## config.mk

```make
export PLATFORM = sky130hd
export DESIGN_NAME = bitmap_indexed_sparse_axis_store
export DESIGN_NICKNAME = d
export VERILOG_FILES = /design/src/design/bisas_pkg.sv /design/src/design/bisas_mem.sv /design/src/design/bisas_slot.sv /design/src/design/bitmap_indexed_sparse_axis_store.sv
export SDC_FILE = /design/constraint.sdc
export NUM_CORES = 2
export LEC_CHECK = 0
export CORE_MARGIN = 5
export CORE_UTILIZATION = 45
export CTS_CLUSTER_DIAMETER = 30
export DETAILED_ROUTE_END_ITERATION = 10
export DONT_BUFFER_PORTS = 1
export GPL_ROUTABILITY_DRIVEN = 0
export GPL_TIMING_DRIVEN = 0
export PLACE_DENSITY = 0.61
export SLEW_MARGIN = 20
export SYNTH_ARGS = -nofsm -noshare
export SYNTH_HDL_FRONTEND = slang
export SYNTH_HIERARCHICAL = 1
export SYNTH_SLANG_ARGS = --single-unit
export TNS_END_PERCENT = 5
```

## constraint.sdc

```tcl
create_clock -name clk -period 16 [get_ports clk]
set_input_delay 0 -clock clk [delete_from_list [all_inputs] [get_ports clk]]
set_output_delay 0 -clock clk [all_outputs]
set_load 0.05 [all_outputs]
```

## src/design/bisas_pkg.sv

```systemverilog
// shared types and constants for the bitmap indexed sparse store
// no dependencies; imported by every module of the block
package bisas_pkg;

  localparam int KEY_W        = 6;
  localparam int MAP_W        = 64;
  localparam int WORD_W       = 32;
  localparam int CMP_W        = KEY_W + 1;
  localparam int CAPACITY_DEF = 32;

  // opcode values
  localparam logic OP_WRITE = 1'b0;
  localparam logic OP_READ  = 1'b1;

  // status values
  localparam logic ST_OK   = 1'b0;
  localparam logic ST_FULL = 1'b1;

  typedef struct packed {
    logic              opcode;
    logic [KEY_W-1:0]  axis_key;
    logic [WORD_W-1:0] write_word;
  } req_t;

  typedef struct packed {
    logic [WORD_W-1:0] read_word;
    logic              status_code;
    logic              key_present;
  } rsp_t;

endpackage

```

## src/design/bisas_mem.sv

```systemverilog
// packed word memory: one write port, one registered read port
// depends on bisas_pkg for the word width and the default depth
module bisas_mem #(
  parameter int DEPTH = bisas_pkg::CAPACITY_DEF,
  parameter int AW    = 5
) (
  input  logic                        clk,
  input  logic                        we,
  input  logic [AW-1:0]               waddr,
  input  logic [bisas_pkg::WORD_W-1:0] wdata,
  input  logic                        re,
  input  logic [AW-1:0]               raddr,
  output logic [bisas_pkg::WORD_W-1:0] rdata
);
  import bisas_pkg::*;

  logic [WORD_W-1:0] mem [DEPTH];

  // write port
  always_ff @(posedge clk) begin
    if (we) begin
      mem[waddr] <= wdata;
    end
  end

  // read port, registered
  always_ff @(posedge clk) begin
    if (re) begin
      rdata <= mem[raddr];
    end
  end

endmodule

```

## src/design/bisas_slot.sv

```systemverilog
// slot unit: registered popcount of the presence bits below a key
// depends on bisas_pkg for key and map widths
module bisas_slot (
  input  logic                        clk,
  input  logic [bisas_pkg::MAP_W-1:0] map,
  input  logic [bisas_pkg::KEY_W-1:0] key,
  output logic [bisas_pkg::KEY_W-1:0] slot
);
  import bisas_pkg::*;

  localparam int BYTES = MAP_W / 8;

  logic [MAP_W-1:0] below;
  logic [3:0]       byte_cnt [BYTES];
  logic [KEY_W-1:0] total;

  // mask off the key and everything above it
  assign below = map & ((MAP_W'(1) << key) - MAP_W'(1));

  // per-byte counts
  always_comb begin
    for (int b = 0; b < BYTES; b++) begin
      byte_cnt[b] = 4'd0;
      for (int i = 0; i < 8; i++) begin
        byte_cnt[b] = byte_cnt[b] + 4'(below[b*8+i]);
      end
    end
  end

  // sum of byte counts; at most 63 since the key bit is masked
  always_comb begin
    total = '0;
    for (int b = 0; b < BYTES; b++) begin
      total = total + KEY_W'(byte_cnt[b]);
    end
  end

  always_ff @(posedge clk) begin
    slot <= total;
  end

endmodule

```

## src/design/bitmap_indexed_sparse_axis_store.sv

```systemverilog
// top level of the bitmap indexed sparse store: control, presence map, result register
// depends on bisas_pkg, bisas_slot and bisas_mem
//
//   channel | valid     | stall     | payload
//   --------+-----------+-----------+---------------------------
//   request | req_valid | req_stall | req (opcode, key, word)
//   result  | rsp_valid | rsp_stall | rsp (word, status, present)
//
// an absent read, an overwrite, a zero write to an absent key or a refused write
// passes through S_SLOT, S_DECIDE and S_RESULT, a present read also through S_RDWAIT;
// an insertion adds one S_SHIFT per packed entry above the new slot, since the memory
// moves one word per cycle, and then S_INSERT before S_RESULT.
// one item is in flight at a time; the next request can transfer as soon as the
// result appears. a finished result waits in the output register while the next
// request is taken. rst is synchronous and empties the map; the memory needs no
// clearing since the map decides which slots are read.
module bitmap_indexed_sparse_axis_store #(
  parameter int CAPACITY = bisas_pkg::CAPACITY_DEF
) (
  input  logic            clk,
  input  logic            rst,
  input  logic            req_valid,
  output logic            req_stall,
  input  bisas_pkg::req_t req,
  output logic            rsp_valid,
  input  logic            rsp_stall,
  output bisas_pkg::rsp_t rsp
);
  import bisas_pkg::*;

  localparam int AW = (CAPACITY > 1) ? $clog2(CAPACITY) : 1;
  localparam int CW = $clog2(CAPACITY + 1);
  localparam logic [CMP_W-1:0] CAP_EXT = CMP_W'(CAPACITY);

  typedef enum logic [6:0] {
    S_IDLE   = 7'b0000001,
    S_SLOT   = 7'b0000010,
    S_DECIDE = 7'b0000100,
    S_RDWAIT = 7'b0001000,
    S_SHIFT  = 7'b0010000,
    S_INSERT = 7'b0100000,
    S_RESULT = 7'b1000000
  } state_t;

  state_t            state, state_next;
  logic [MAP_W-1:0]  map;
  logic [CW-1:0]     count;
  req_t              cur;
  logic              present;
  logic [AW-1:0]     ptr;
  rsp_t              pend;
  logic [KEY_W-1:0]  slot;
  logic [CMP_W-1:0]  slot_ext, cnt_ext, ptr_ext;
  logic              word_zero;

  logic              mem_we, mem_re;
  logic [AW-1:0]     mem_waddr, mem_raddr;
  logic [WORD_W-1:0] mem_wdata, mem_rdata;

  assign req_stall = (state != S_IDLE);
  assign slot_ext  = CMP_W'(slot);
  assign cnt_ext   = CMP_W'(count);
  assign ptr_ext   = CMP_W'(ptr);
  // +0 and -0 differ only in the sign bit
  assign word_zero = (cur.write_word[WORD_W-2:0] == '0);

  bisas_slot u_slot (
    .clk  (clk),
    .map  (map),
    .key  (cur.axis_key),
    .slot (slot)
  );

  bisas_mem #(
    .DEPTH (CAPACITY),
    .AW    (AW)
  ) u_mem (
    .clk   (clk),
    .we    (mem_we),
    .waddr (mem_waddr),
    .wdata (mem_wdata),
    .re    (mem_re),
    .raddr (mem_raddr),
    .rdata (mem_rdata)
  );

  // next state and memory port control
  always_comb begin
    state_next = state;
    mem_we     = 1'b0;
    mem_waddr  = slot[AW-1:0];
    mem_wdata  = cur.write_word;
    mem_re     = 1'b0;
    mem_raddr  = slot[AW-1:0];
    unique case (state)
      S_IDLE: begin
        if (req_valid) state_next = S_SLOT;
      end
      S_SLOT: begin
        state_next = S_DECIDE;
      end
      S_DECIDE: begin
        if (cur.opcode == OP_READ) begin
          if (present) begin
            mem_re     = 1'b1;
            state_next = S_RDWAIT;
          end else begin
            state_next = S_RESULT;
          end
        end else if (present) begin
          mem_we     = 1'b1;
          state_next = S_RESULT;
        end else if (word_zero || cnt_ext >= CAP_EXT) begin
          state_next = S_RESULT;
        end else if (cnt_ext > slot_ext) begin
          mem_re     = 1'b1;
          mem_raddr  = AW'(cnt_ext - CMP_W'(1));
          state_next = S_SHIFT;
        end else begin
          state_next = S_INSERT;
        end
      end
      S_RDWAIT: begin
        state_next = S_RESULT;
      end
      S_SHIFT: begin
        // move the word read last cycle up one slot, fetch the next one down
        mem_we    = 1'b1;
        mem_waddr = ptr;
        mem_wdata = mem_rdata;
        if (ptr_ext > slot_ext + CMP_W'(1)) begin
          mem_re    = 1'b1;
          mem_raddr = AW'(ptr_ext - CMP_W'(2));
        end else begin
          state_next = S_INSERT;
        end
      end
      S_INSERT: begin
        mem_we     = 1'b1;
        state_next = S_RESULT;
      end
      S_RESULT: begin
        if (!rsp_valid || !rsp_stall) state_next = S_IDLE;
      end
      default: state_next = S_IDLE;
    endcase
  end

  // control state
  always_ff @(posedge clk) begin
    if (rst) begin
      state     <= S_IDLE;
      map       <= '0;
      count     <= '0;
      rsp_valid <= 1'b0;
    end else begin
      state <= state_next;
      if (state == S_INSERT) begin
        map[cur.axis_key] <= 1'b1;
        count             <= count + CW'(1);
      end
      if (state == S_RESULT && (!rsp_valid || !rsp_stall)) begin
        rsp_valid <= 1'b1;
      end else if (rsp_valid && !rsp_stall) begin
        rsp_valid <= 1'b0;
      end
    end
  end

  // item and result payload
  always_ff @(posedge clk) begin
    unique case (state)
      S_IDLE: begin
        if (req_valid) begin
          cur     <= req;
          present <= map[req.axis_key];
          pend    <= '0;
        end
      end
      S_DECIDE: begin
        ptr <= AW'(cnt_ext);
        if (cur.opcode == OP_WRITE) begin
          pend.key_present <= present;
          if (!present && !word_zero && cnt_ext >= CAP_EXT) begin
            pend.status_code <= ST_FULL;
          end
        end else begin
          pend.key_present <= present;
        end
      end
      S_RDWAIT: begin
        pend.read_word <= mem_rdata;
      end
      S_SHIFT: begin
        ptr <= AW'(ptr_ext - CMP_W'(1));
      end
      S_INSERT: begin
        pend.key_present <= 1'b1;
        pend.status_code <= ST_OK;
      end
      S_RESULT: begin
        if (!rsp_valid || !rsp_stall) rsp <= pend;
      end
      default: begin
      end
    endcase
  end

  // the count always tracks the number of present keys
  a_count_map: assert property (@(posedge clk) disable iff (rst)
    $countones(map) == 32'(count))
    else $error("entry count differs from presence map");

  a_count_cap: assert property (@(posedge clk) disable iff (rst)
    cnt_ext <= CAP_EXT)
    else $error("entry count above capacity");

  a_shift_range: assert property (@(posedge clk) disable iff (rst)
    (state == S_SHIFT) |-> (ptr_ext > slot_ext))
    else $error("shift pointer at or below insert slot");

  a_full_refused: assert property (@(posedge clk) disable iff (rst)
    (state == S_INSERT) |-> (cnt_ext < CAP_EXT && !present))
    else $error("insert into full store or over present key");

endmodule

```

==> out/metrics.cfg <==
[critical_path]
worst_r2r_startpoint = cur[32]
cp_top_family = adder cells
reg2reg_depth = 30
startpoint = cur[32]
startpoint_type = register
critPathKind = reg2reg
cp_common_cell = fa_1
cp_max_fo = 10
r2r_slack_ns = 6.93
crit_path_end_kind = register
worst_ep_arrival_time_ns = 9.72
rr_endpoint = u_slot/slot[5]
required_ns = 16.65
crit_end = u_slot/slot[5]
slowest_delay_ns = 0.59
cp_num_cells = 30
path_buf_inv = 9
slowest_stage = fa_1

[clock_network]
cts_buffers = 204
cts_setup_buffers = 0
clock-sinks = 1253
cts.htree.levels = 4
clockBufferDepth = 3
clockRootBuffer = clkbuf_16
clkTransAtPathRegs_ns = 0.05
cts_tree = yes
clkLatencyLatePin_ns = 0.77

[logic_synthesis]
async_reset_ff_frac = 0
synth.most_common_cell = edfxtp_1
seq_area_frac_synth = 0.7001
ys.flop_type = edfxtp_1
synthCells = 3373
syn-cell-area_um2 = 52540
synth_nets = 3514
synth.top_cells.by_count = 1169 x edfxtp_1, 520 x mux2i_1, 181 x a21oi_1
synth-seq-cells = 1253
avgSynthCellArea_um2 = 15.58
ys_top_cells_by_area = edfxtp_1 67%, mux2i_1 9.9%, dfxtp_1 3.2%
netlist.area_leader.share = 0.6681
yosys.area.top_type = edfxtp_1
yosys.cell_types.count = 78
synth_edf_count = 1169
ys.warnings.count = 6

[global_route]
antenna_found_initial = 3
grt_overflow_total = 0
grt_pass1_wl_um = 197600
grt_pass1_vias = 30404
grt_max_degree = 33
grt_use_total = 0.2181

[sta]
finClkSkew_ns = 0.02530
hold_viol = 0
tns_ns = 0
fmaxAchievable_ghz = 0.1103
rsz0062_at_grt = false
finalCritPeriodShare = 0.5669
timing.final.crit_period_ns = 9.070
slew_violations = 0
timing.slew.headroom = 0.1476
setup-violations-final = 0
tightest_slew_ns = 1.265

[pwr]
seqPwrFrac = 0.436
p_sw_uw = 1863
p_leak_uw = 0.02280
pwr-share-clk = 0.517
pwr-share-comb = 0.047
p_int_uw = 6617
peakVddDrop_v = 0.0001156
swShare = 0.2197
powerDensity_nw_per_um2 = 133.4

[detailed_routing]
drc = 0
wl_per_cell_um = 25.11
vias = 30651
wl_um = 135800
drt-initial-drc-count = 3007
drtAntennaViolNets = 0
first_pass_iters = 7
top_layer = met5
vias_per_cell = 5.668
drt-met1-wl_um = 59000
dr_wl_met2_um = 61890
wl_met3_um = 11410

[cells_and_area]
multiInputGateArea_um2 = 14640
syn_to_final_growth_pct = 21.02
fillers = 9168
final_area_um2 = 63590
drive_above_1_share = 0.1557
postLayoutCoreUtil = 0.5479
fin_nets = 3844
regArea_um2 = 36790

[floorplanning]
die_area_um2 = 123700
die_h_um = 351.7
ioPinCount = 79
initial_core_util = 0.4528
rows = 125
design.core.area_um2 = 116000
die_x_um = 351.7

[job]
drv_cap = 0

[status]
status = finished clean

[worst_hold_path]
hp-class = in2reg

[placement]
place_area_um2 = 55740
dp_hpwl_um = 92330
port_buffers = 0

[through the flow]
step           cells  setup WS [ns]  power [uW]  hold slack, ns
2_1_floorplan   3373          7.856        3996         0.09887
3_3_place_gp    4897          6.965        4128         0.09894
4_1_cts         5404          6.905        8533         0.02155
6_report        5408          6.930        8480         0.09923
3_5_place_dp    4939          6.933        4135         0.09893
5_1_grt         5404          6.342        8734         0.06882
[repair_timing]
item                                   in CTS  in global routing
endpoints found under the hold margin     194                  0
hold buffers                               82                  0
gates resized for setup                     0                  0
[worst reg2reg max path, delay by kind of cell (launching register included)]
| family | cells | cell delay [ns] |
|---|---|---|
| fa+ha+maj | 13 | 5.27 |
| flops | 1 | 0.39 |
| compound gates | 5 | 1.03 |
| simple gates | 2 | 0.41 |
| buf+inv | 9 | 1.71 |
| xor+xnor | 1 | 0.14 |
[final cells by class]
type / count / share of cell area
antenna: 4 / 0.0001574
buffer: 193 / 0.01706
clock buffer: 228 / 0.08270
clock inverter: 155 / 0.02765
inverter: 79 / 0.004664
multi-input combinational: 1848 / 0.2302
sequential: 1253 / 0.5785
tap: 1524 / 0.02999
timing repair buffer: 124 / 0.02908
[logic make-up after synthesis]
group / synth area share
adders and majority gates: 0.03077
muxes: 0.1135
and+or+nand+nor: 0.06258
buffers and inverters: 0.02629
AOI/OAI and AO/OA: 0.05901
other: 0.00007137
xor gates and xnor gates: 0.007668
DFF: 0.7001
[placed cells by master (no fill, tap or decap), types with 26 or more instances in the layout]
master and count:
a21oi_1 180, a22o_1 64, a22oi_1 96, a31oi_1 36, and2_1 49, buf_2 47
buf_4 38, bufinv_16 27, clkbuf_1 97, clkbuf_16 207, clkinv_1 26, clkinv_4 28
dfxtp_1 84, dlygate4sd3_1 82, edfxtp_1 1169, fa_1 52, ha_1 46, inv_1 79
mux2_2 34, mux2i_1 520, nand2_1 176, nand3_1 117, nor2_1 116, nor2_4 35
nor3_1 43, o21ai_0 41, xnor2_1 26
[flip-flops by register name, indices dropped and copies added, names as in the netlist]
signal,count
count,6
present,1
u_mem/mem,1024
state,7
u_slot/slot,6
cur,39
pend,34
map,64
rsp,34
rsp_valid,1
ptr,5
u_mem/rdata,32
[power by group through the flow]
stage	clock network (uW)	registers (uW)	logic [uW]
2_1_floorplan	0	3750	248
4_1_cts	4440	3700	395
6_report	4380	3700	401
5_1_grt	4610	3700	427
3_3_place_gp	0	3760	366
3_5_place_dp	0	3760	375
[how the worst min path moves through the flow]
stage                     startpoint      end  slack [ns]  cells past startpoint
final                        req[36]  cur[36]         0.1                      1
after floorplan               req[0]   cur[0]         0.1                      0
after global placement       req[13]  cur[13]         0.1                      0
after global routing         req[36]  cur[36]        0.07                      1
after detailed placement     req[10]  cur[10]         0.1                      0
after CTS                    req[36]  cur[36]        0.02                      1
[layer usage]
layer / track usage / vias up
met5: 0 / -
met4: 0.06634 / 2
met3: 0.05039 / 254
met2: 0.3368 / 1302
met1: 0.3110 / 15454
li1: - / 13639
No activity file was read; power rests on OpenSTA's default activity.
